### src/hw/rtl/gif_lzw_encoder_assert.svh
// ---------------------------------------------------------------------------
// GIF LZW encoder assertion macros
// Concurrent check forms used by the encoder's dictionary engine.
// ---------------------------------------------------------------------------
`ifndef GIF_LZW_ENCODER_ASSERT_SVH
`define GIF_LZW_ENCODER_ASSERT_SVH

// Same-cycle implication, disabled while the given reset is high.
`define GLE_CHECK(label, rst_sig, ante, cons) \
  label: assert property (@(posedge clk) disable iff (rst_sig) (ante) |-> (cons)) \
    else $error("gle check failed");

// Next-cycle implication, disabled while the given reset is high.
`define GLE_CHECK_NEXT(label, rst_sig, ante, cons) \
  label: assert property (@(posedge clk) disable iff (rst_sig) (ante) |=> (cons)) \
    else $error("gle next-cycle check failed");

`endif

### src/hw/rtl/gle_pkg.sv
// ---------------------------------------------------------------------------
// GIF LZW encoder package
// Sizes, handshake words, sequencer states and helpers of the encoder.
// ---------------------------------------------------------------------------
`default_nettype none

package gle_pkg;

  localparam int TABLE_SIZE    = 4096;
  localparam int MAX_CODE_BITS = 12;
  localparam int CODE_LIMIT    = (TABLE_SIZE < (1 << MAX_CODE_BITS)) ?
                                 TABLE_SIZE : (1 << MAX_CODE_BITS);
  localparam int CODE_W        = MAX_CODE_BITS;
  localparam int NEXT_W        = CODE_W + 1;
  localparam int PIX_W         = 8;
  localparam int ROOT_W        = 4;
  localparam int ROOT_MIN      = 2;
  localparam int ROOT_MAX      = 8;
  localparam int ROOT_RESET    = 2;
  localparam int ROOTS         = 1 << PIX_W;
  localparam int ACC_W         = 20;
  localparam int ACC_CNT_W     = 5;
  localparam int IN_DEPTH      = 4;
  localparam int OUT_DEPTH     = 8;

  typedef struct packed {
    logic              valid;
    logic [PIX_W-1:0]  pixel;
    logic              last;
  } pix_word_t;

  typedef struct packed {
    logic              valid;
    logic [CODE_W-1:0] code;
    logic [ROOT_W-1:0] width;
    logic              eoi;
  } code_word_t;

  typedef enum logic [3:0] {
    S_IDLE,
    S_START,
    S_DISPATCH,
    S_CHILD,
    S_NODE,
    S_MISS,
    S_INS_A,
    S_INS_B,
    S_RESTART,
    S_TAIL,
    S_FIN_PREFIX,
    S_FIN_EOI
  } state_t;

  function automatic logic [ROOT_W-1:0] eff_root(input logic [ROOT_W-1:0] r);
    logic [ROOT_W-1:0] v;
    v = r;
    if (r < ROOT_W'(ROOT_MIN)) v = ROOT_W'(ROOT_MIN);
    if (r > ROOT_W'(ROOT_MAX)) v = ROOT_W'(ROOT_MAX);
    return v;
  endfunction

endpackage

`default_nettype wire

### src/hw/rtl/gle_packer.sv
// ---------------------------------------------------------------------------
// GIF LZW encoder bit packer
// Packs codes LSB first into bytes and queues them for the output side.
// ---------------------------------------------------------------------------
`default_nettype none

module gle_packer (
  input  wire logic                   clk,
  input  wire logic                   clr,
  input  gle_pkg::code_word_t         cw,
  output logic                        code_ready,
  input  wire logic                   pop,
  output logic                        empty,
  output logic [gle_pkg::PIX_W-1:0]   out_byte,
  output logic                        last_byte
);

  localparam int AW = gle_pkg::ACC_W;
  localparam int NW = gle_pkg::ACC_CNT_W;
  localparam int CW = gle_pkg::CODE_W;
  localparam int PW = $clog2(gle_pkg::OUT_DEPTH);

  logic [AW-1:0] acc;
  logic [NW-1:0] acc_n;
  logic          flush;
  logic [8:0]    mem [gle_pkg::OUT_DEPTH];
  logic [PW-1:0] wp;
  logic [PW-1:0] rp;
  logic [PW:0]   cnt;
  logic          fifo_full;
  logic          emit;
  logic          emit_last;
  logic          accept;
  logic          rd;
  logic [CW-1:0] masked;

  assign fifo_full  = (cnt == (PW+1)'(gle_pkg::OUT_DEPTH));
  assign code_ready = (acc_n < NW'(8)) && !flush;
  assign accept     = cw.valid && code_ready;
  assign emit       = (acc_n >= NW'(8) || (flush && acc_n != '0)) && !fifo_full;
  assign emit_last  = flush && (acc_n <= NW'(8));
  assign masked     = cw.code & ~({CW{1'b1}} << cw.width);
  assign rd         = pop && (cnt != '0);

  assign empty     = (cnt == '0);
  assign out_byte  = mem[rp][7:0];
  assign last_byte = mem[rp][8];

  always_ff @(posedge clk) begin
    if (emit) begin
      mem[wp] <= {emit_last, acc[7:0]};
    end
    if (clr) begin
      acc   <= '0;
      acc_n <= '0;
      flush <= 1'b0;
      wp    <= '0;
      rp    <= '0;
      cnt   <= '0;
    end else begin
      if (accept) begin
        acc   <= acc | (AW'(masked) << acc_n);
        acc_n <= acc_n + NW'(cw.width);
        flush <= cw.eoi;
      end else if (emit) begin
        // Drop the sent byte; a padded tail byte empties the buffer.
        acc   <= acc >> 8;
        acc_n <= (acc_n >= NW'(8)) ? acc_n - NW'(8) : '0;
        if (emit_last) flush <= 1'b0;
      end
      if (emit) wp <= wp + 1'b1;
      if (rd)   rp <= rp + 1'b1;
      cnt <= cnt + (PW+1)'(emit) - (PW+1)'(rd);
    end
  end

endmodule

`default_nettype wire

### config.mk
export PLATFORM = sky130hd
export DESIGN_NAME = gle_packer
export DESIGN_NICKNAME = d
export VERILOG_FILES = /design/src/hw/rtl/gif_lzw_encoder_assert.svh /design/src/hw/rtl/gle_pkg.sv /design/src/hw/rtl/gle_packer.sv
export SDC_FILE = /design/constraint.sdc
export NUM_CORES = 1
export LEC_CHECK = 0
export BUFFER_PORTS_ARGS = -buffer_cell sky130_fd_sc_hd__buf_2
export CORE_UTILIZATION = 30
export CTS_CLUSTER_SIZE = 8
export DETAILED_ROUTE_END_ITERATION = 10
export GPL_TIMING_DRIVEN = 1
export SLEW_MARGIN = 20
export SYNTH_ARGS = -nofsm -noshare
export SYNTH_HDL_FRONTEND = slang
export SYNTH_SLANG_ARGS = --single-unit
### constraint.sdc
create_clock -name clk -period 3.3 [get_ports clk]
set_input_delay 0.495 -clock clk [delete_from_list [all_inputs] [get_ports clk]]
set_output_delay 0.495 -clock clk [all_outputs]
set_load 0.02 [all_outputs]
==> flow_summary.yaml, run 1 <==
global_route:
  antenna_found_initial: 0
  grt_remaining_overflow: 0
  global_route_wire_length_before_repair_um: 18200
  largest_net_degree_at_the_start_of_global_routing: 29
  grt_pass1_vias: 3361
  grt_util_all_layers_pct: 13.0
timing:
  setup-tns-final_ns: 0
  post_layout_minimum_cycle_time_ns: 2.49
  setup_slack_ns: 0.806
  worst-slew-pin-transition_ns: 0.972
  hold_ws_ns: 0.400
  setup_skew_ns: 0.00937
  achievable-frequency_ghz: 0.401
  timing.slew.headroom_pct: 35.0
  number_of_max_slew_violations_in_the_final_report: 0
  hold_violations: 0
  finalSetupViolations: 0
  period_share_pct: 75.6
  rsz_0062_raised_after_global_routing: "no"
drt:
  detail_route.first_pass.iterations: 4
  route.vias.total: 3394
  drt_drc_violations_left: 0
  drt_wl_total_um: 11200
  first_iter_violations: 261
  detail-route-antenna-nets: 0
  wl_per_cell_um: 16.6
  routed_via_density: 5.05
worst_hold_path:
  hold-path-endpoint: "flush$_SDFFE_PP0P_"
  hold_path_depth: 3
  hold_path.class: "input pin to flop"
  worst_hold_startpoint: "cw[0]"
synth:
  synthesis.instances: 413
  ys_seq_elements: 111
  synth_compound_area_share_pct: 12.4
  most_used_flip_flop_cell_after_synthesis: "edfxtp_1"
  synth_seq_area_share_pct: 55.9
  synth_adder_area_share_pct: 3.80
  synth_top_family_by_area: "compound AO/OA/AOI/OAI gates"
  post_synth_and_or_nand_nor_area_fraction_pct: 10.6
  synth_area_sq_um: 5270
  synth_xor_area_share_pct: 1.33
  post_synth_net_total: 448
  synth.yosys.warnings: 0
  synth-edff-count: 72
  yosysUniqueCellTypes: 68
  yosys-mux-area-fraction_pct: 12.2
  post_synth.cell_area_avg_sq_um: 12.8
  share_of_synthesized_flip_flops_with_an_asynchronous_set_or_reset_pct: 0
clocking:
  clockBufferDepth: 2
  cts_sink_cnt: 111
  clk_pin_slew_worst_paths_ns: 0.07
  h_tree_levels: 3
  clock_tree_root_buffer_cell: "clkbuf_16"
  clock_insertion_delay_worst_skew_ns: 0.34
  tritoncts: "done"
  cts.repair_timing.setup_buffer_count: 0
  cts-resized-gates: 0
  cts_made_buffers: 9
  holdBufCountCts: 0
setup_path:
  cp.buffers_inverters: 2
  startpoint_type: "flop"
  critical_path.max_fanout: 18
  crit_chain: "buf_4 > mux4_2 > mux2_2 > buf_2"
  critical_setup_path_class: "flop to output port"
  cp_slowest_stage_delay_ns: 0.55
  reg2reg_from: "cnt[2]$_SDFF_PP0_"
  critPathRequiredTime_ns: 2.80
  reg2reg_slack_ns: 0.91
  crit_path_top_delay_cell: "mux4_2"
  rr_worst_depth: 12
  end_kind: "output port"
  worst_ep_arrival_time_ns: 2.00
  critical_path.reg2reg.endpoint: "cnt[2]$_SDFF_PP0_"
  timing.critical_path.max_delay_family: "multiplexers"
layout:
  leading_cell_types_in_the_layout_fill_and_taps_excluded: "edfxtp_1 (72), dfxtp_1 (39), nor2_1 (33), buf_2 (31), nand2_1 (29)"
  postLayoutCellArea_sq_um: 5960
  multi_input_area_sq_um: 2130
  antenna_cells_inserted: 0
  layout.filler_cells: 1687
  final-seq-area_sq_um: 2940
  layout_commonest_cell: "edfxtp_1"
  drive_gt1_share_pct: 23.9
  syn_to_final_growth_pct: 13.1
  final_net_count: 477
floorplan:
  initial_utilization_pct: 30.6
  rows: 48
  dieWidth_um: 135
  die_area_sq_um: 18100
  die_y_um: 135
  std_cell_core_area_sq_um: 17200
  ports: 32
placed_design:
  hpwl_um: 7540
  place_congestion: 0.849
  instance_area_after_placement_sq_um: 5680
  post-place-ws_ns: 0.916
  place.port_buffers: 31
pwr:
  total_leakage_power_nw: 2.04
  ir_worst_vdd_mv: 0.263
  p_per_area_nw_per_um2: 690
status:
  run_status: "complete, no violations"
run:
  max-cap-violations: 0
-- layout make-up --
cell class	count	area share, %
Clock buffer	9	3.78
Clock inverter	7	0.924
Inverter	11	0.693
Multi-Input combinational cell	262	35.8
Sequential cell	111	49.4
Tap cell	225	4.73
Timing Repair Buffer	47	4.62
-- per-stage QoR --
stage	util (%)	cells	power, W
2_1_floorplan	-	413	0.00280
3_3_place_gp	32.9	656	0.00309
3_5_place_dp	32.9	656	0.00313
4_1_cts	34.6	672	0.00414
5_1_grt	34.6	672	0.00436
6_report	34.6	672	0.00411
-- registers in the layout, summed over array words and instances (netlist names), named ones only --
signal	cells
flush	1
mem	72
acc_n	5
rp	3
wp	3
cnt	4
acc	20
-- synth_stat cells (4+ instances only) --
| library cell | n | share of area [%] |
|---|---|---|
| a211oi_1 | 7 | 1.0 |
| a21oi_1 | 15 | 1.4 |
| a221oi_1 | 4 | 0.67 |
| a31oi_1 | 4 | 0.47 |
| buf_2 | 10 | 0.95 |
| clkbuf_1 | 10 | 0.71 |
| dfxtp_1 | 39 | 15 |
| edfxtp_1 | 72 | 41 |
| ha_1 | 12 | 2.9 |
| inv_1 | 10 | 0.71 |
| mux2_2 | 11 | 2.4 |
| mux2i_1 | 9 | 1.7 |
| mux4_2 | 19 | 8.1 |
| nand2_1 | 29 | 2.1 |
| nand3_1 | 4 | 0.38 |
| nor2_1 | 33 | 2.4 |
| nor2b_1 | 5 | 0.59 |
| nor3_1 | 6 | 0.57 |
| nor3b_1 | 5 | 0.71 |
| nor4_1 | 4 | 0.47 |
| o21a_1 | 5 | 0.71 |
| o21ai_0 | 14 | 1.3 |
| o22ai_1 | 4 | 0.47 |
| or3_1 | 4 | 0.47 |
| xnor2_1 | 4 | 0.67 |
| xor2_1 | 4 | 0.67 |
-- worst register-to-register path, cell delays in order, from the launching register on --
cell and delay (ns):
dfxtp_1 0.30, inv_1 0.10, ha_1 0.15, nor3b_2 0.46
a211oi_4 0.09, inv_2 0.08, ha_1 0.23, inv_1 0.06
ha_1 0.16, inv_1 0.06, fa_1 0.38, xor2_1 0.15
nor2_1 0.05
-- cell families after synthesis --
kind of cell               after synthesis
and+or+nand+nor                        109
adders and majority gates               15
buffers and inverters                   40
AOI/OAI and AO/OA                       91
DFF                                    111
muxes                                   39
xor gates and xnor gates                 8
-- metal layers --
| metal | vias up | GRT usage [%] | part of all wire (%) |
|---|---|---|---|
| met5 | - | 0 | 0 |
| met2 | 100 | 20.5 | 47 |
| met3 | 10 | 2.82 | 4.9 |
| li1 | 1635 | - | - |
| met4 | 0 | 3.31 | 1.0 |
| met1 | 1649 | 18.0 | 47 |
-- power by group --
group	switching (W)	total [W]	internal, W
Combinational	0.000710	0.00127	0.000564
Sequential	0.000146	0.00182	0.00167
Clock	0.000495	0.00102	0.000522
Total	0.00135	0.00411	0.00276
-- worst max path at each step --
stage	from	end	slack, ns	cells after the start
4_1_cts	flop	out_byte[5]	0.77	4
6_report	flop	out_byte[5]	0.81	4
5_1_grt	flop	out_byte[0]	0.68	4
2_1_floorplan	cnt[2]$_SDFF_PP0_	mem[1][0]$_DFFE_PP_	0.55	7
3_3_place_gp	cnt[2]$_SDFF_PP0_	cnt[2]$_SDFF_PP0_	1.04	12
3_5_place_dp	cnt[2]$_SDFF_PP0_	cnt[2]$_SDFF_PP0_	0.92	11
Note: power is estimated with default switching activity, not from simulation.
==> run 2: changes to the inputs <==
==> constraint.sdc (replaced) <==
create_clock -name clk -period 2.2 [get_ports clk]
set_input_delay 0.33 -clock clk [delete_from_list [all_inputs] [get_ports clk]]
set_output_delay 0.33 -clock clk [all_outputs]
set_load 0.02 [all_outputs]
==> run 2 against run 1 <==
Design area rose by 4.4%. Clock power is 61% higher. Global-route usage is 0.37 points higher. Worst hold slack worse by 0.16 ns. Largest cell class unchanged.
==> flow_summary.yaml, run 2 (synthesis gave the netlist of run 1 again) <==
floorplan:
  initial_utilization_pct: 30.6
  dieWidth_um: 135
  std_cell_core_area_sq_um: 17200
  die_y_um: 135
  die_area_sq_um: 18100
  ports: 32
  rows: 48
pwr:
  total_leakage_power_nw: 2.15
  p_per_area_nw_per_um2: 1060
  ir_worst_vdd_mv: 0.456
clocking:
  clock_insertion_delay_worst_skew_ns: 0.34
  clk_pin_slew_worst_paths_ns: 0.07
  cts_made_buffers: 9
  holdBufCountCts: 0
  cts_sink_cnt: 111
  tritoncts: "done"
  clock_tree_root_buffer_cell: "clkbuf_16"
  h_tree_levels: 3
  clockBufferDepth: 2
timing:
  number_of_max_slew_violations_in_the_final_report: 0
  hold_violations: 0
  period_share_pct: 99.1
  setup-tns-final_ns: 0
  hold_ws_ns: 0.243
  worst-slew-pin-transition_ns: 0.577
  rsz_0062_raised_after_global_routing: "yes"
  post_layout_minimum_cycle_time_ns: 2.18
  setup_skew_ns: 0.00851
  finalSetupViolations: 0
  timing.slew.headroom_pct: 61.5
  achievable-frequency_ghz: 0.459
setup_path:
  end_kind: "output port"
  worst_ep_arrival_time_ns: 1.85
  critPathRequiredTime_ns: 1.87
  critical_path.max_fanout: 9
  critical_setup_path_class: "flop to output port"
  startpoint_type: "flop"
global_route:
  largest_net_degree_at_the_start_of_global_routing: 28
  global_route.usage.met3_pct: 2.55
  grt_util_all_layers_pct: 13.3
  grt_pass1_vias: 3463
  global_route_wire_length_before_repair_um: 18500
  antenna_found_initial: 0
  grt.met2_usage_pct: 22.1
  grt_use_met1_pct: 17.9
  grt_remaining_overflow: 0
  top_usage_layer: "met2"
status:
  run_status: "complete, no violations"
drt:
  detail-route-antenna-nets: 0
  detail_route.first_pass.iterations: 5
  routed_via_density: 5.13
  wl_per_cell_um: 16.7
  drt_drc_violations_left: 0
  route.vias.total: 3506
  drt_wl_total_um: 11400
  first_iter_violations: 290
layout:
  leading_cell_types_in_the_layout_fill_and_taps_excluded: "edfxtp_1 (72), dfxtp_1 (36), nor2_1 (33), nand2_1 (29), buf_2 (27)"
  final_net_count: 488
  largest_register_ffs: 72
  layout_commonest_cell: "edfxtp_1"
  antenna_cells_inserted: 0
  syn_to_final_growth_pct: 18.1
  drive_gt1_share_pct: 29.3
  largest-register: "mem"
  post_layout_nonfiller_instances: 683
  largest_regs: "mem (72), acc (20), acc_n (5)"
placed_design:
  place_congestion: 0.893
  dp.cells: 665
  hpwl_um: 7760
  place.port_buffers: 31
worst_hold_path:
  hold_path.class: "input pin to flop"
run:
  max-cap-violations: 0
[run 2: changes by cell type in the layout (fill, tap and decap cells not counted), sizes merged]
cell / change
bufinv: +1
buf: +11
clkinvlp: -1
[run 2: power by group]
part | internal (W) | leakage, nW | switching [W]
registers | 0.00252 | 0.984 | 0.000256
logic | 0.00107 | 1.02 | 0.00112
clock network | 0.000898 | 0.149 | 0.000745
total | 0.00448 | 2.15 | 0.00212
[run 2: per-stage QoR]
stage / setup slack (ns) / area, sq um / utilization, % / total power (W)
after floorplan: -0.0430 / 5360 / - / 0.00428
after global placement: 0.175 / 5840 / 33.9 / 0.00481
after detailed placement: 0.0500 / 5840 / 33.9 / 0.00489
after CTS: -0.0204 / 6190 / 35.9 / 0.00663
after global routing: -0.0418 / 6220 / 36.1 / 0.00697
final: 0.0195 / 6220 / 36.1 / 0.00661
[run 2: critical path, cell delays in order, from the launching register on]
cell and delay, ns:
dfxtp_4 0.40, buf_12 0.16, mux4_2 0.50, mux2_2 0.29, buf_2 0.16
[run 2: final timing paths]
check	slack, ns	to	cells after the start	start
hold / removal	0.24	flush$_SDFFE_PP0P_	3	cw[0]
setup reg to reg	0.11	cnt[3]$_SDFF_PP0_	11	cnt[3]$_SDFF_PP0_
setup / recovery	0.02	last_byte	4	flop
hold reg to reg	0.46	acc[18]$_SDFFE_PP0P_	2	acc[18]$_SDFFE_PP0P_
[run 2: repair_timing]
| item | CTS | global route |
|---|---|---|
| endpoints found under the setup margin | 9 | 12 |
| buffers inserted | 0 | 1 |
| resized for setup | 8 | 6 |
| cloned | 1 | 0 |
| pin swaps | 0 | 1 |
[run 2: layout make-up]
class,instances,area (sq um)
inverters,11,41.3
flip-flops and latches,111,2950
clock buffers,9,225
clock inverters,7,77.6
well taps,225,282
multi-input cells,262,2220
fillers,1659,11000
repair buffers,58,424
[run 2: metal layers]
metal	vias to the layer above	part of all wire, %	wire, um
met4	0	1.1	124
met1	1733	46	5280
li1	1660	-	-
met2	102	48	5520
met3	11	4.1	467
met5	-	0	0
==> run 3: changes to the inputs <==
--- a/config.mk
+++ b/config.mk
@@ -6,10 +6,14 @@
 export NUM_CORES = 1
 export LEC_CHECK = 0
 export BUFFER_PORTS_ARGS = -buffer_cell sky130_fd_sc_hd__buf_2
-export CORE_UTILIZATION = 30
+export CELL_PAD_IN_SITES_DETAIL_PLACEMENT = 1
+export CELL_PAD_IN_SITES_GLOBAL_PLACEMENT = 1
+export CORE_ASPECT_RATIO = 0.75
+export CORE_UTILIZATION = 45
 export CTS_CLUSTER_SIZE = 8
 export DETAILED_ROUTE_END_ITERATION = 10
 export GPL_TIMING_DRIVEN = 1
+export PLACE_DENSITY_LB_ADDON = 0.1
 export SLEW_MARGIN = 20
 export SYNTH_ARGS = -nofsm -noshare
 export SYNTH_HDL_FRONTEND = slang
==> run 3 against run 2 <==
The run now ends with negative setup slack left. Sequential power is essentially flat. Routed wire length is 12% higher. Cell count down 12%. Die area is 33% lower. Clock power about the same. Clock skew decreased by 0.0021 ns. Non-clock buffer count is 3 higher. Sequential share of layout area up 0.28 points. Critical path depth is the same.
==> flow_summary.yaml, run 3 (synthesis gave the netlist of run 1 again) <==
worst_hold_path:
  hold_path.class: "input pin to flop"
pwr:
  sequentialPowerShare_pct: 41.2
  p_per_area_nw_per_um2: 1090
  power.net_switching_w: 0.00222
  comb_power_share_pct: 34.9
  clock_power_share_pct: 23.9
  switching_share_pct: 32.9
  internal_power_w: 0.00452
  ir_worst_vdd_mv: 0.753
  total_leakage_power_nw: 2.18
setup_path:
  cp_slowest_stage_delay_ns: 0.51
  end_kind: "output port"
  reg2reg_slack_ns: 0.11
  critical_path.max_fanout: 9
  cp.buffers_inverters: 2
  timing.critical_path.max_delay_family: "multiplexers"
  worst_ep_arrival_time_ns: 1.87
  critPathRequiredTime_ns: 1.87
  crit_path_top_delay_cell: "mux4_2"
  critical_setup_path_class: "flop to output port"
  crit_chain: "buf_16 > mux4_2 > mux2_4 > buf_6"
  startpoint_type: "flop"
run:
  max-cap-violations: 0
layout:
  largest-register: "mem"
  leading_cell_types_in_the_layout_fill_and_taps_excluded: "edfxtp_1 (72), dfxtp_1 (36), nor2_1 (33), nand2_1 (29), buf_4 (27)"
  final_net_count: 491
  largest_register_ffs: 72
  largest_regs: "mem (72), acc (20), acc_n (5)"
  syn_to_final_growth_pct: 17.4
  layout_commonest_cell: "edfxtp_1"
  drive_gt1_share_pct: 30.4
  antenna_cells_inserted: 0
  postLayoutCellArea_sq_um: 6180
timing:
  achievable-frequency_ghz: 0.454
  hold_violations: 0
  finalSetupViolations: 2
  rsz_0062_raised_after_global_routing: "yes"
  setup_slack_ns: -0.00284
  worst-slew-pin-transition_ns: 0.621
  setup_skew_ns: 0.00644
  number_of_max_slew_violations_in_the_final_report: 0
  period_share_pct: 100
  timing.slew.headroom_pct: 58.5
  post_layout_minimum_cycle_time_ns: 2.20
placed_design:
  post-place-ws_ns: 0.0601
  hpwl_um: 8950
  instance_area_after_placement_sq_um: 5760
  place_congestion: 0.797
  place.port_buffers: 31
status:
  failed_checks: "negative setup slack"
  run_status: "finished with violations"
drt:
  wl_per_cell_um: 21.2
  routed_via_density: 5.92
  first_iter_violations: 187
  detail-route-antenna-nets: 0
  drt_wl_total_um: 12700
  route.vias.total: 3557
  drt_drc_violations_left: 0
  detail_route.first_pass.iterations: 4
floorplan:
  initial_utilization_pct: 47.3
  rows: 33
  die_area_sq_um: 12100
  std_cell_core_area_sq_um: 11100
  dieWidth_um: 127
  ports: 32
  die_y_um: 95.7
clocking:
  h_tree_levels: 3
  cts.repair_timing.setup_buffer_count: 0
  tritoncts: "done"
  clk_pin_slew_worst_paths_ns: 0.07
  cts_sink_cnt: 111
  clock_tree_root_buffer_cell: "clkbuf_16"
  cts_made_buffers: 9
  clockBufferDepth: 2
  clock_insertion_delay_worst_skew_ns: 0.35
global_route:
  antenna_found_initial: 0
  grt_remaining_overflow: 0
  global_route_wire_length_before_repair_um: 19800
  largest_net_degree_at_the_start_of_global_routing: 24
  grt_pass1_vias: 3493
  grt_util_all_layers_pct: 22.2
-- run 3: cell count changes in the layout (fill, tap and decap cells not counted), sizes merged --
| cell | previous run | this run |
|---|---|---|
| inv | 14 | 12 |
| buf | 58 | 60 |
| clkbuf | 9 | 11 |
| bufinv | 1 | 0 |
| clkinvlp | 0 | 2 |
-- run 3: worst paths after layout --
kind,from,to,cells after the start
setup / recovery,flop,out_byte[1],4
hold / removal,cw[0],flush$_SDFFE_PP0P_,3
setup reg to reg,cnt[2]$_SDFF_PP0_,cnt[2]$_SDFF_PP0_,11
hold reg to reg,acc[18]$_SDFFE_PP0P_,acc[18]$_SDFFE_PP0P_,2
-- run 3: worst reg2reg max path: cells and delay by family, from the launching register on --
kind | cells | cell delay [ns]
xor gates and xnor gates | 1 | 0.16
and+or+nand+nor | 3 | 0.43
adders and majority gates | 4 | 0.89
DFF | 1 | 0.33
buffers and inverters | 3 | 0.15
-- run 3: power groups by stage --
stage | logic, W | registers (W) | clock network (W)
CTS | 0.00222 | 0.00278 | 0.00164
global placement | 0.00208 | 0.00278 | 0
global route | 0.00257 | 0.00282 | 0.00171
finish | 0.00235 | 0.00278 | 0.00161
floorplan | 0.00158 | 0.00270 | 0
detailed placement | 0.00216 | 0.00281 | 0
-- run 3: layout make-up --
cell class / instances / area, sq um
Fill cell: 1135 / 4970
Sequential cell: 111 / 2950
Multi-Input combinational cell: 262 / 2230
Timing Repair Buffer: 61 / 483
Clock buffer: 10 / 250
Tap cell: 140 / 175
Clock inverter: 6 / 52.6
Inverter: 11 / 41.3
-- run 3: through the flow --
step / hold WS [ns] / instances / util, % / total power (W) / TNS (ns)
after CTS: 0.219 / 600 / 54.7 / 0.00664 / -0.180
after floorplan: 0.420 / 413 / - / 0.00428 / -0.204
after global routing: 0.224 / 601 / 55.5 / 0.00710 / -0.437
after detailed placement: 0.458 / 583 / 51.7 / 0.00496 / 0
after global placement: 0.443 / 583 / 51.7 / 0.00486 / 0
final: 0.222 / 601 / 55.5 / 0.00675 / -0.00530
-- run 3: repair_timing --
| item | in CTS | in global routing |
|---|---|---|
| hold endpoints to repair | 0 | 0 |
| gates resized for setup | 3 | 20 |
| cloned | 1 | 1 |
| hold buffers | 0 | 0 |
| setup endpoints to repair | 9 | 12 |
-- run 3: per-layer routing --
metal  vias to the layer above  wire (um)  track usage, %
li1                       1673          -               -
met1                      1820       6430            32.2
met4                         0        133            5.65
met2                        51       5760            34.2
met3                        13        398            4.72
met5                         -          0               0
