==> src/hw/rtl/gif_lzw_encoder_assert.svh <==
// ---------------------------------------------------------------------------
// GIF LZW encoder assertion macros
// Concurrent check forms used by the encoder's dictionary engine.
// ---------------------------------------------------------------------------
`ifndef GIF_LZW_ENCODER_ASSERT_SVH
`define GIF_LZW_ENCODER_ASSERT_SVH

// Same-cycle implication, disabled while the given reset is high.
`define GLE_CHECK(label, rst_sig, ante, cons) \
  label: assert property (@(posedge clk) disable iff (rst_sig) (ante) |-> (cons)) \
    else $error("gle check failed");

// Next-cycle implication, disabled while the given reset is high.
`define GLE_CHECK_NEXT(label, rst_sig, ante, cons) \
  label: assert property (@(posedge clk) disable iff (rst_sig) (ante) |=> (cons)) \
    else $error("gle next-cycle check failed");

`endif

==> src/hw/rtl/gle_pkg.sv <==
// ---------------------------------------------------------------------------
// GIF LZW encoder package
// Sizes, handshake words, sequencer states and helpers of the encoder.
// ---------------------------------------------------------------------------
`default_nettype none

package gle_pkg;

  localparam int TABLE_SIZE    = 4096;
  localparam int MAX_CODE_BITS = 12;
  localparam int CODE_LIMIT    = (TABLE_SIZE < (1 << MAX_CODE_BITS)) ?
                                 TABLE_SIZE : (1 << MAX_CODE_BITS);
  localparam int CODE_W        = MAX_CODE_BITS;
  localparam int NEXT_W        = CODE_W + 1;
  localparam int PIX_W         = 8;
  localparam int ROOT_W        = 4;
  localparam int ROOT_MIN      = 2;
  localparam int ROOT_MAX      = 8;
  localparam int ROOT_RESET    = 2;
  localparam int ROOTS         = 1 << PIX_W;
  localparam int ACC_W         = 20;
  localparam int ACC_CNT_W     = 5;
  localparam int IN_DEPTH      = 4;
  localparam int OUT_DEPTH     = 8;

  typedef struct packed {
    logic              valid;
    logic [PIX_W-1:0]  pixel;
    logic              last;
  } pix_word_t;

  typedef struct packed {
    logic              valid;
    logic [CODE_W-1:0] code;
    logic [ROOT_W-1:0] width;
    logic              eoi;
  } code_word_t;

  typedef enum logic [3:0] {
    S_IDLE,
    S_START,
    S_DISPATCH,
    S_CHILD,
    S_NODE,
    S_MISS,
    S_INS_A,
    S_INS_B,
    S_RESTART,
    S_TAIL,
    S_FIN_PREFIX,
    S_FIN_EOI
  } state_t;

  function automatic logic [ROOT_W-1:0] eff_root(input logic [ROOT_W-1:0] r);
    logic [ROOT_W-1:0] v;
    v = r;
    if (r < ROOT_W'(ROOT_MIN)) v = ROOT_W'(ROOT_MIN);
    if (r > ROOT_W'(ROOT_MAX)) v = ROOT_W'(ROOT_MAX);
    return v;
  endfunction

endpackage

`default_nettype wire

==> src/hw/rtl/gle_front.sv <==
// ---------------------------------------------------------------------------
// GIF LZW encoder front end
// Accepts pixel words, masks them to the root width and queues them.
// ---------------------------------------------------------------------------
`default_nettype none

module gle_front (
  input  wire logic                      clk,
  input  wire logic                      clr,
  input  wire logic [gle_pkg::ROOT_W-1:0] root,
  input  wire logic                      push,
  output logic                           full,
  input  wire logic [gle_pkg::PIX_W-1:0]  pixel,
  input  wire logic                      last_pixel,
  output gle_pkg::pix_word_t             word,
  input  wire logic                      take
);

  localparam int PW = $clog2(gle_pkg::IN_DEPTH);

  logic [gle_pkg::PIX_W:0] mem [gle_pkg::IN_DEPTH];
  logic [PW-1:0]           wp;
  logic [PW-1:0]           rp;
  logic [PW:0]             cnt;
  logic [gle_pkg::PIX_W-1:0] mask;
  logic                    wr;
  logic                    rd;

  assign mask = gle_pkg::PIX_W'({gle_pkg::PIX_W{1'b1}} >> (gle_pkg::ROOT_W'(gle_pkg::PIX_W) - root));
  assign full = (cnt == (PW+1)'(gle_pkg::IN_DEPTH));
  assign wr   = push && !full;
  assign rd   = take && (cnt != '0);

  assign word.valid = (cnt != '0);
  assign word.pixel = mem[rp][gle_pkg::PIX_W:1];
  assign word.last  = mem[rp][0];

  always_ff @(posedge clk) begin
    if (wr) begin
      mem[wp] <= {pixel & mask, last_pixel};
    end
    if (clr) begin
      wp  <= '0;
      rp  <= '0;
      cnt <= '0;
    end else begin
      if (wr) wp <= wp + 1'b1;
      if (rd) rp <= rp + 1'b1;
      cnt <= cnt + (PW+1)'(wr) - (PW+1)'(rd);
    end
  end

endmodule

`default_nettype wire

==> config.mk <==
export PLATFORM = sky130hd
export DESIGN_NAME = gle_front
export DESIGN_NICKNAME = d
export VERILOG_FILES = /design/src/hw/rtl/gif_lzw_encoder_assert.svh /design/src/hw/rtl/gle_pkg.sv /design/src/hw/rtl/gle_front.sv
export SDC_FILE = /design/constraint.sdc
export NUM_CORES = 1
export LEC_CHECK = 0
export CAP_MARGIN = 20
export CORE_UTILIZATION = 47
export CTS_CLUSTER_SIZE = 28
export DETAILED_ROUTE_END_ITERATION = 10
export DONT_BUFFER_PORTS = 1
export HOLD_SLACK_MARGIN = 0.15
export PLACE_DENSITY = 0.72
export SKIP_CTS_REPAIR_TIMING = 1
export SLEW_MARGIN = 20
export SYNTH_ARGS = -nofsm -noshare
export SYNTH_HDL_FRONTEND = slang
export SYNTH_SLANG_ARGS = --single-unit
==> constraint.sdc <==
create_clock -name clk -period 2.25 [get_ports clk]
set_clock_uncertainty 0.05 [all_clocks]
set_input_delay 0.225 -clock clk [delete_from_list [all_inputs] [get_ports clk]]
set_output_delay 0.225 -clock clk [all_outputs]
set_load 0.01 [all_outputs]
==> results by group, run 1 <==
Final layout
  • Register area: between 1000 and 1500 um^2
  • Final antenna diode count: 0
  • Final Util: 0.570
  • Multi-input logic area: 636 um^2
  • Share of layout cells above drive strength 1: 0.195
  • Nets: 159
  • Synthesis-to-finish area growth: 12.0%
  • Filler instances: 303

Place
  • DP HPWL: roughly 2200 um
  • Final GP Congestion: between 0.7 and 0.8
  • Number of port buffers: 0

Pwr
  • Switching part of the total: 0.283
  • Clock share of power: 0.248
  • Leakage Power: 0.775 nW
  • Sw power: 0.000664 W
  • Maximum VDD drop: ~400 uV
  • Reg power frac: 0.491
  • Internal power: 0.00168 W
  • Pwr/cell area: 1080 nW/um^2
  • Logic pwr share: 0.261

Synthesis
  • Post-synth top flop: edfxtp_1
  • Synth cell count leaders: 36 x edfxtp_1, 9 x dfxtp_1, 9 x ha_1, 9 x inv_1, 9 x mux4_2
  • Area leader, netlist: edfxtp_1
  • Top-area cell type share of the netlist area: 0.559
  • Mapped Area: around 1900 um^2
  • Most numerous cell in the Yosys netlist: edfxtp_1
  • Post-synth EDFFs: 36
  • Ranking of synthesized cells by area: edfxtp_1 56%, mux4_2 10%, dfxtp_1 9.3%, ha_1 5.8%, and2_1 1.9%
  • Asr flop ratio synth: 0
  • Synthesized area per cell: 16.0 um^2
  • Post-synthesis sequential area ratio: 0.652
  • Seq cells post-synth: 45
  • Synth Instances: 121
  • Synthesized Nets: between 100 and 150
  • Yosys warning total: 0
  • Distinct cells, synth: 26

STA
  • Slew Limit Headroom: 0.660
  • Measured slew at the worst slew-check pin: about 500 ps
  • Tcrit/Tclk final: 0.959
  • Final setup violation count: 0
  • Hold WS: 149 ps
  • Tmin final: 2160 ps
  • Final Max Tran Viols: 0
  • Fmax: roughly 460 MHz
  • Final hold vios: 0

Route
  • DR iter-0 viols: 39
  • Avg Vias per Cell: between 5 and 6
  • DRC errors left: 0
  • Routed Antenna Nets: 0
  • Detailed Routing Iterations Pass 1: 4
  • Via count: 1,021
  • Wirelength, routed: 3080 um
  • Drt wl/cell: 17.0 um

Clock network
  • Clk slew on worst S/H paths: 80 ps
  • Sink Count: 45
  • Number of H-tree levels: 2
  • CTS root buf: clkbuf_8
  • CTS max path bufs: 2
  • Clk_lat worst skew: 300 ps
  • Cts bufs inserted: 5
  • TritonCTS clock tree: done

Floorplanning
  • Die height: 66.2 um
  • Initial Utilization: 0.509
  • Die X: 66.2 um
  • Die ar.: 4380 um^2
  • FP Rows: 22
  • Core region area: 3800 um^2
  • IO Count: 28

Setup path
  • RR Endpoint: cnt[2]
  • Worst-path fanout max: 5
  • CP required: around 2400 ps
  • Crit path kind: flop to flop
  • Reg-to-reg setup timing slack: 90 ps
  • Crit path largest cell delay: 360 ps
  • WP data arrival: 2330 ps
  • Worst r2r src: cnt[2]
  • Crit start category: flop
  • Crit path capture type: flop
  • Crit path cell chain: o31a_1 > ha_1 > inv_1 > ha_1 > inv_1 > fa_1 > xor2_1 > and2_1 > nor3_1
  • R2R cell count: 9
  • CP endpoint: cnt[2]
  • CP max stage cell: dfxtp_4
  • CP startpoint: cnt[2]

Min path
  • Hold/Removal Path Class: input port to flop

Flow run
  • Max Cap Viol: 0

Global routing
  • Tot GR Track Use: 0.164
  • First-pass GRT wire length: 4880 um
  • Largest net degree at the start of global routing: 15
  • Initial antenna violation count: 0
  • Gr ovfl total: 0
  • Vias in the first global route: 1,093

Outcome
  • Status: finished, final reports clean
layout make-up:
class | instances | area share
inverters | 9 | 0.0156
clock buffers | 6 | 0.0335
multi-input cells | 64 | 0.293
well taps | 48 | 0.0277
repair buffers | 7 | 0.0277
flip-flops and latches | 45 | 0.586
clock inverters | 2 | 0.0162
power groups by stage:
| stage | registers [W] | clock network (W) | logic [W] |
|---|---|---|---|
| floorplan | 0.00110 | 0 | 0.000480 |
| global placement | 0.00114 | 0 | 0.000547 |
| detailed placement | 0.00116 | 0 | 0.000577 |
| CTS | 0.00114 | 0.000597 | 0.000579 |
| global route | 0.00117 | 0.000624 | 0.000668 |
| finish | 0.00115 | 0.000582 | 0.000613 |
logic make-up (layout without fill, tap and decap cells):
logic type | Yosys count | count (layout) | synth area share
AOI/OAI and AO/OA | 6 | 6 | 0.0252
adders and majority gates | 10 | 10 | 0.0686
and+or+nand+nor | 33 | 33 | 0.0977
xor gates and xnor gates | 5 | 5 | 0.0226
buffers and inverters | 12 | 24 | 0.0239
DFF | 45 | 45 | 0.652
muxes | 10 | 10 | 0.110
state kept, by name, indices dropped and copies added, names as in the netlist, named ones only:
name,cells
cnt,3
wp,2
rp,2
mem,36
placed cells by master (no fill, tap or decap), types with 4 or more instances in the layout:
| cell | synthesis | final |
|---|---|---|
| ha_1 | 9 | 9 |
| inv_1 | 9 | 9 |
| and2_1 | 6 | 6 |
| mux4_2 | 9 | 9 |
| nor2_1 | 7 | 6 |
| edfxtp_1 | 36 | 36 |
| dfxtp_1 | 9 | 6 |
| buf_4 | 0 | 4 |
| clkbuf_8 | 0 | 5 |
worst max-delay path, delay by kind of cell (launching register included):
kind,cells,cell delay (ps)
adder cells (fa/ha/maj),3,770
buffers and inverters,2,100
AND/OR/NAND/NOR,2,290
AO/OA/AOI/OAI,1,330
flip-flops,1,360
XOR/XNOR,1,170
how the worst min path moves through the flow:
stage                     startpoint   endpoint  slack (ps)  cells after the start
after detailed placement         clr     cnt[1]         250                      1
after floorplan           last_pixel  mem[0][0]         270                      0
final                       pixel[0]  mem[2][1]         150                      1
after global placement           clr      wp[0]         250                      1
after CTS                        clr     cnt[1]         -80                      1
after global routing        pixel[7]  mem[3][8]         160                      2
metal layers:
layer	vias up	share of wire	GRT usage
li1	470	-	-
met1	510	0.42	0.185
met2	31	0.49	0.258
met3	10	0.053	0.0517
met4	0	0.038	0.122
met5	-	0	0
per-stage QoR:
step / area [um^2] / total power (W) / TNS [ps] / std cells / setup WS [ps]
4_1_cts: 2110 / 0.00231 / -0.834 / 177 / -0.834
2_1_floorplan: 1930 / 0.00158 / 0 / 121 / 41.6
3_3_place_gp: 2000 / 0.00169 / 0 / 169 / 182
3_5_place_dp: 2000 / 0.00173 / 0 / 169 / 27.0
6_report: 2170 / 0.00235 / 0 / 181 / 93.1
5_1_grt: 2170 / 0.00246 / -1.05 / 181 / -1.05
Power figures use the tool's default switching activity.
==> run 2: changes to the inputs <==
--- a/config.mk
+++ b/config.mk
@@ -6,12 +6,12 @@
 export NUM_CORES = 1
 export LEC_CHECK = 0
 export CAP_MARGIN = 20
-export CORE_UTILIZATION = 47
+export CORE_UTILIZATION = 45
 export CTS_CLUSTER_SIZE = 28
 export DETAILED_ROUTE_END_ITERATION = 10
 export DONT_BUFFER_PORTS = 1
 export HOLD_SLACK_MARGIN = 0.15
-export PLACE_DENSITY = 0.72
+export PLACE_DENSITY = 0.7
 export SKIP_CTS_REPAIR_TIMING = 1
 export SLEW_MARGIN = 20
 export SYNTH_ARGS = -nofsm -noshare
==> results by group, run 2 (same netlist as run 1, synthesis figures left out) <==
Clock network
  • Cts bufs inserted: 5 (unchanged)
  • Clk slew on worst S/H paths: 80 ps (about the same)
  • Number of H-tree levels: 2 (unchanged)
  • CTS max path bufs: 2 (unchanged)
  • Clk_lat worst skew: 290 ps (about the same)
  • TritonCTS clock tree: done
  • Sink Count: 45 (unchanged)
  • CTS root buf: clkbuf_8

Outcome
  • Violated checks: setup timing
  • Status: finished, violations left

Min path
  • Hold/Removal Path Class: input port to flop

Final layout
  • Share of layout cells above drive strength 1: 0.250 (+0.0545)
  • Final antenna diode count: 0 (unchanged)
  • Filler instances: 310 (+2.3%)
  • Biggest regs: mem x36, cnt x3
  • Nets: 166 (+4.4%)
  • Most common cell after layout, fill and taps aside: edfxtp_1
  • Register area: 1270 um^2 (unchanged)
  • Commonest cells after routing, fill and taps aside: 36 x edfxtp_1, 9 x mux4_2, 8 x inv_1, 8 x ha_1, 8 x dlygate4sd3_1
  • Biggest register: mem
  • Multi-input logic area: 662 um^2 (+4.1%)
  • Largest register FFs: 36 (unchanged)
  • Synthesis-to-finish area growth: 18.2%

Setup path
  • Worst-path fanout max: 5 (unchanged)
  • CP required: 2410 ps (about the same)
  • Crit path kind: flop to flop
  • WP data arrival: 2410 ps (+80 ps)
  • Crit start category: flop
  • Crit path capture type: flop

Route
  • Routed Antenna Nets: 0 (unchanged)
  • Drt wl/cell: 17.4 um (+2.2%)
  • Via count: 1,028 (+0.69%)
  • Avg Vias per Cell: 5.41 (-4.1%)
  • Detailed Routing Iterations Pass 1: 4 (unchanged)
  • DRC errors left: 0 (unchanged)
  • DR iter-0 viols: 70 (+79%)
  • Wirelength, routed: 3300 um (+7.3%)

Global routing
  • Gr ovfl total: 0 (unchanged)
  • Tot GR Track Use: 0.154 (-0.00944)
  • Initial antenna violation count: 0 (unchanged)
  • Vias in the first global route: 1,038 (-5.0%)
  • First-pass GRT wire length: 4820 um (-1.3%)
  • Largest net degree at the start of global routing: 15 (unchanged)

STA
  • RSZ-0062 raised after global routing: yes
  • Final Max Tran Viols: 0 (unchanged)
  • Tmin final: 2250 ps (+97.6 ps)
  • Fmax: 444 MHz (-4.3%)
  • Measured slew at the worst slew-check pin: 489 ps (-21.9 ps)
  • Final setup violation count: 1 (+1)
  • Hold WS: 152 ps (+2.96 ps)
  • PnR worst setup slack: -4.48 ps (-97.6 ps)
  • Final hold vios: 0 (unchanged)
  • Slew Limit Headroom: 0.674 (+0.0146)
  • Tcrit/Tclk final: 1.00 (+0.0434)

Pwr
  • Sw power: 0.000708 W (+6.8%)
  • Switching part of the total: 0.275 (-0.00772)
  • Clock share of power: 0.271 (+0.023)
  • Logic pwr share: 0.280 (+0.019)
  • Maximum VDD drop: 796 uV (+99%)
  • Internal power: 0.00187 W (+11%)
  • Leakage Power: 0.828 nW (+6.7%)
  • Pwr/cell area: 1130 nW/um^2 (+4.0%)
  • Reg power frac: 0.448 (-0.043)
  • Pwr Total: 0.00258 W (+9.7%)

Floorplanning
  • Die X: 67.6 um (+2.1%)
  • Initial Utilization: 0.477 (-0.0325)
  • Die ar.: 4570 um^2 (+4.3%)
  • IO Count: 28 (unchanged)
  • Die height: 67.6 um (+2.1%)
  • Core region area: 4060 um^2 (+6.8%)
  • FP Rows: 23 (+4.5%)

Place
  • Final GP Congestion: 0.705 (-8.3%)
  • Number of port buffers: 0 (unchanged)
  • DP HPWL: 2220 um (+0.72%)

Flow run
  • Max Cap Viol: 0 (unchanged)
-- run 2: worst max-delay path, cell delays in order, from the launching register on --
cell     delay, ps
dfxtp_4        360
nor3b_4        160
nor2_2         150
inv_1           60
ha_1           270
inv_1           60
ha_2           160
inv_2           40
fa_2           360
xor2_2         190
and2_4         140
nor3_4         170
-- run 2: layout make-up --
cell class | instances | area share
sequential | 45 | 0.555
multi-input combinational | 64 | 0.289
timing repair buffer | 14 | 0.0547
clock buffer | 5 | 0.0301
clock inverter | 3 | 0.0284
tap | 50 | 0.0274
inverter | 9 | 0.0148
-- run 2: final timing paths --
kind	from	endpoint	slack, ps	cells past startpoint
max	cnt[2]	cnt[2]	-4	11
min	pixel[7]	mem[1][8]	150	2
max reg2reg	cnt[2]	cnt[2]	-4	11
min reg2reg	cnt[1]	cnt[2]	590	2
-- run 2: stage by stage --
stage | utilization | cells | area (um^2) | TNS, ps | setup WS, ps
4_1_cts | 0.528 | 179 | 2140 | -78.1 | -78.1
2_1_floorplan | - | 121 | 1930 | 0 | 41.6
6_report | 0.564 | 190 | 2290 | -4.48 | -4.48
3_3_place_gp | 0.495 | 171 | 2010 | 0 | 173
3_5_place_dp | 0.495 | 171 | 2010 | -53.4 | -53.4
5_1_grt | 0.564 | 190 | 2290 | -75.4 | -75.4
-- run 2: power by group through the flow --
stage | sequential (W) | clock (W) | combinational (W)
6_report | 0.00116 | 0.000699 | 0.000723
5_1_grt | 0.00118 | 0.000738 | 0.000796
4_1_cts | 0.00113 | 0.000710 | 0.000578
3_5_place_dp | 0.00115 | 0 | 0.000577
3_3_place_gp | 0.00115 | 0 | 0.000550
2_1_floorplan | 0.00110 | 0 | 0.000480
-- run 2: routing by layer --
layer	wire [um]	share of wire	global-route usage	vias up
li1	-	-	-	478
met1	1180	0.36	0.149	523
met2	1910	0.58	0.290	23
met3	189	0.057	0.0608	4
met4	25	0.0076	0.0559	0
met5	0	0	0	-
==> run 3: changes to the inputs <==
--- a/config.mk
+++ b/config.mk
@@ -5,11 +5,13 @@
 export SDC_FILE = /design/constraint.sdc
 export NUM_CORES = 1
 export LEC_CHECK = 0
+export ABC_AREA = 1
 export CAP_MARGIN = 20
 export CORE_UTILIZATION = 45
 export CTS_CLUSTER_SIZE = 28
 export DETAILED_ROUTE_END_ITERATION = 10
 export DONT_BUFFER_PORTS = 1
+export GPL_ROUTABILITY_DRIVEN = 0
 export HOLD_SLACK_MARGIN = 0.15
 export PLACE_DENSITY = 0.7
 export SKIP_CTS_REPAIR_TIMING = 1
==> results by group, run 3 <==
Setup path
  • Crit start category: flop
  • Crit path capture type: flop
  • Reg-to-reg setup timing slack: 160 ps (+160 ps)
  • Worst r2r src: cnt[1]
  • Crit path cell chain: nor2_4 > nand2_2 > nand2_1 > ha_1 > inv_1 > ha_1 > inv_1 > fa_1 > o21ai_0 > nor2_1
  • Crit path largest cell delay: 460 ps (+100 ps)
  • Crit path kind: flop to flop
  • Worst-path fanout max: 6 (+1)
  • Buf/Inv on CP: 2 (-1)
  • CP max stage cell: dfxtp_1
  • CP top delay family: adder cells
  • CP startpoint: cnt[1]
  • WP data arrival: 2240 ps (-170 ps)
  • CP required: 2400 ps (about the same)

Final layout
  • Biggest regs: mem x36, cnt x3
  • Final Util: 0.543 (-0.0202)
  • Nets: 227 (+37%)
  • Largest register FFs: 36 (unchanged)
  • Most common cell after layout, fill and taps aside: nor2_1
  • Final Cell Area: 2250 um^2 (-1.5%)
  • Synthesis-to-finish area growth: 11.7%
  • Biggest register: mem
  • Share of layout cells above drive strength 1: 0.0945 (-0.155)
  • Commonest cells after routing, fill and taps aside: 39 x nor2_1, 36 x edfxtp_1, 25 x inv_1
  • Filler instances: 363 (+17%)
  • Non-filler cells in the finished layout: 251 (+32%)
  • Final antenna diode count: 0 (unchanged)

STA
  • RSZ-0062 raised after global routing: no
  • Tmin final: 2090 ps (-165 ps)
  • Final setup violation count: 0 (-1)
  • Hold WS: 148 ps (-3.95 ps)
  • Measured slew at the worst slew-check pin: 382 ps (-107 ps)
  • Fmax: 478 MHz (+7.9%)
  • Tcrit/Tclk final: 0.929 (-0.0732)
  • Total negative slack: 0 ps (+4.48 ps)
  • Final Max Tran Viols: 0 (unchanged)
  • Slew Limit Headroom: 0.745 (+0.0709)
  • Final hold vios: 0 (unchanged)

Pwr
  • Sw power: 0.000753 W (+6.3%)
  • Maximum VDD drop: 492 uV (-38%)
  • Reg power frac: 0.457 (+0.009)
  • Internal power: 0.00168 W (-10%)
  • Switching part of the total: 0.310 (+0.0351)
  • Logic pwr share: 0.249 (-0.031)
  • Pwr/cell area: 1080 nW/um^2 (-4.2%)
  • Leakage Power: 0.907 nW (+9.6%)
  • Clock share of power: 0.294 (+0.023)

Route
  • DRC errors left: 0 (unchanged)
  • Via count: 1,261 (+23%)
  • Avg Vias per Cell: 5.02 (-7.1%)
  • Drt wl/cell: 13.2 um (-24%)
  • DR iter-0 viols: 42 (-40%)
  • Wirelength, routed: 3300 um (about the same)
  • Routed Antenna Nets: 0 (unchanged)
  • Detailed Routing Iterations Pass 1: 4 (unchanged)

Synthesis
  • Synth Instances: 187 (+55%)
  • Synthesized area per cell: 10.8 um^2 (-33%)
  • Most numerous cell in the Yosys netlist: nor2_1
  • Mux contribution to synthesized area: 0 (-0.110)
  • Synthesized Nets: 214 (+45%)
  • Post-synth top flop: edfxtp_1
  • Share of the synthesized area in compound gates (AO/OA/AOI/OAI): 0.104 (+0.0784)
  • Post-synth EDFFs: 36 (unchanged)
  • Ranking of synthesized cells by area: edfxtp_1 54%, dfxtp_1 8.9%, nor2_1 7.3%, ha_1 5.6%, o21ai_0 5.0%
  • Asr flop ratio synth: 0 (unchanged)
  • Area leader, netlist: edfxtp_1
  • Synth cell count leaders: 39 x nor2_1, 36 x edfxtp_1, 25 x inv_1
  • Distinct cells, synth: 18 (-31%)
  • Xor/xnor share of the synthesized area: 0 (-0.0226)
  • Top-area cell type share of the netlist area: 0.536 (-0.0229)
  • Simple-gate share of the synthesized area: 0.132 (+0.0345)
  • Mapped Area: 2020 um^2 (+4.3%)
  • Seq cells post-synth: 45 (unchanged)
  • Post-synthesis sequential area ratio: 0.625 (-0.0267)
  • Yosys warning total: 0 (unchanged)
  • Post-synthesis adder-cell area fraction: 0.0658 (-0.00281)
  • Largest family of logic cells by synthesized area: simple AND/OR/NAND/NOR gates

Global routing
  • Largest net degree at the start of global routing: 19 (+4)
  • Vias in the first global route: 1,127 (+8.6%)
  • Initial antenna violation count: 0 (unchanged)
  • Tot GR Track Use: 0.151 (-0.00302)
  • Gr ovfl total: 0 (unchanged)
  • First-pass GRT wire length: 4920 um (+2.1%)

Floorplanning
  • FP Rows: 23 (unchanged)
  • Die X: 69.0 um (+2.0%)
  • Die height: 69.0 um (+2.0%)
  • Initial Utilization: 0.487 (+0.0100)
  • Core region area: 4140 um^2 (+2.1%)
  • IO Count: 28 (unchanged)
  • Die ar.: 4750 um^2 (+4.1%)

Clock network
  • CTS max path bufs: 2 (unchanged)
  • Clk_lat worst skew: 290 ps (about the same)
  • CTS root buf: clkbuf_8
  • Clk slew on worst S/H paths: 80 ps (about the same)
  • TritonCTS clock tree: done
  • Cts bufs inserted: 5 (unchanged)
  • Number of H-tree levels: 2 (unchanged)
  • Sink Count: 45 (unchanged)

Min path
  • Hold Path Origin: pixel[0]
  • Hold/Removal Path Class: input port to flop

Place
  • Number of port buffers: 0 (unchanged)
  • Placed Cells: 239 (+40%)
  • DP HPWL: 2260 um (+1.8%)
  • Post-DP Area: 2070 um^2 (+3.4%)

Flow run
  • Max Cap Viol: 0 (unchanged)

Outcome
  • Status: finished, final reports clean
run 3: through the flow:
step                      power, W  setup WS [ps]
after floorplan            0.00162            346
after global placement     0.00171            264
after detailed placement   0.00173            161
after CTS                  0.00244            142
after global routing       0.00256           42.5
final                      0.00243            160
run 3: power groups by stage:
stage	Sequential [W]	Clock (W)	Combinational, W
floorplan	0.00110	0	0.000523
global placement	0.00113	0	0.000585
detailed placement	0.00113	0	0.000606
CTS	0.00111	0.000728	0.000607
global route	0.00112	0.000755	0.000686
finish	0.00111	0.000715	0.000605
run 3: worst reg2reg max path: cells and delay by family (launching register included):
kind,cells,cell delay [ps]
adder cells (fa/ha/maj),3,830
buffers and inverters,2,110
AND/OR/NAND/NOR,4,370
AO/OA/AOI/OAI,1,170
flip-flops,1,460
run 3: final timing paths:
| path | endpoint | depth (start not counted) |
|---|---|---|
| max reg2reg | cnt[2] | 10 |
| min reg2reg | flop | 2 |
| min | mem[3][1] | 2 |
| max | cnt[2] | 10 |
run 3: cells by family (layout without fill, tap and decap cells):
kind of cell / count (synthesis) / after routing
AND/OR/NAND/NOR: 66 / 66
buffers and inverters: 29 / 43
flip-flops: 45 / 45
adder cells (fa/ha/maj): 10 / 10
AO/OA/AOI/OAI: 37 / 37
run 3: final cells by class:
class / count / area [um^2] / area share
multi-input cells: 113 / 608 / 0.270
well taps: 50 / 62.6 / 0.0278
inverters: 26 / 105 / 0.0467
clock inverters: 3 / 68.8 / 0.0306
repair buffers: 9 / 77.6 / 0.0344
flip-flops and latches: 45 / 1260 / 0.560
clock buffers: 5 / 68.8 / 0.0306
run 3: per-layer routing:
layer  global-route usage  vias to the layer above  wire, um  part of all wire
met5                    0                        -         0                 0
met4               0.0689                        0        55             0.017
met3               0.0411                        5       173             0.052
met2                0.252                       36      1580              0.48
met1                0.181                      566      1490              0.45
li1                     -                      654         -                 -
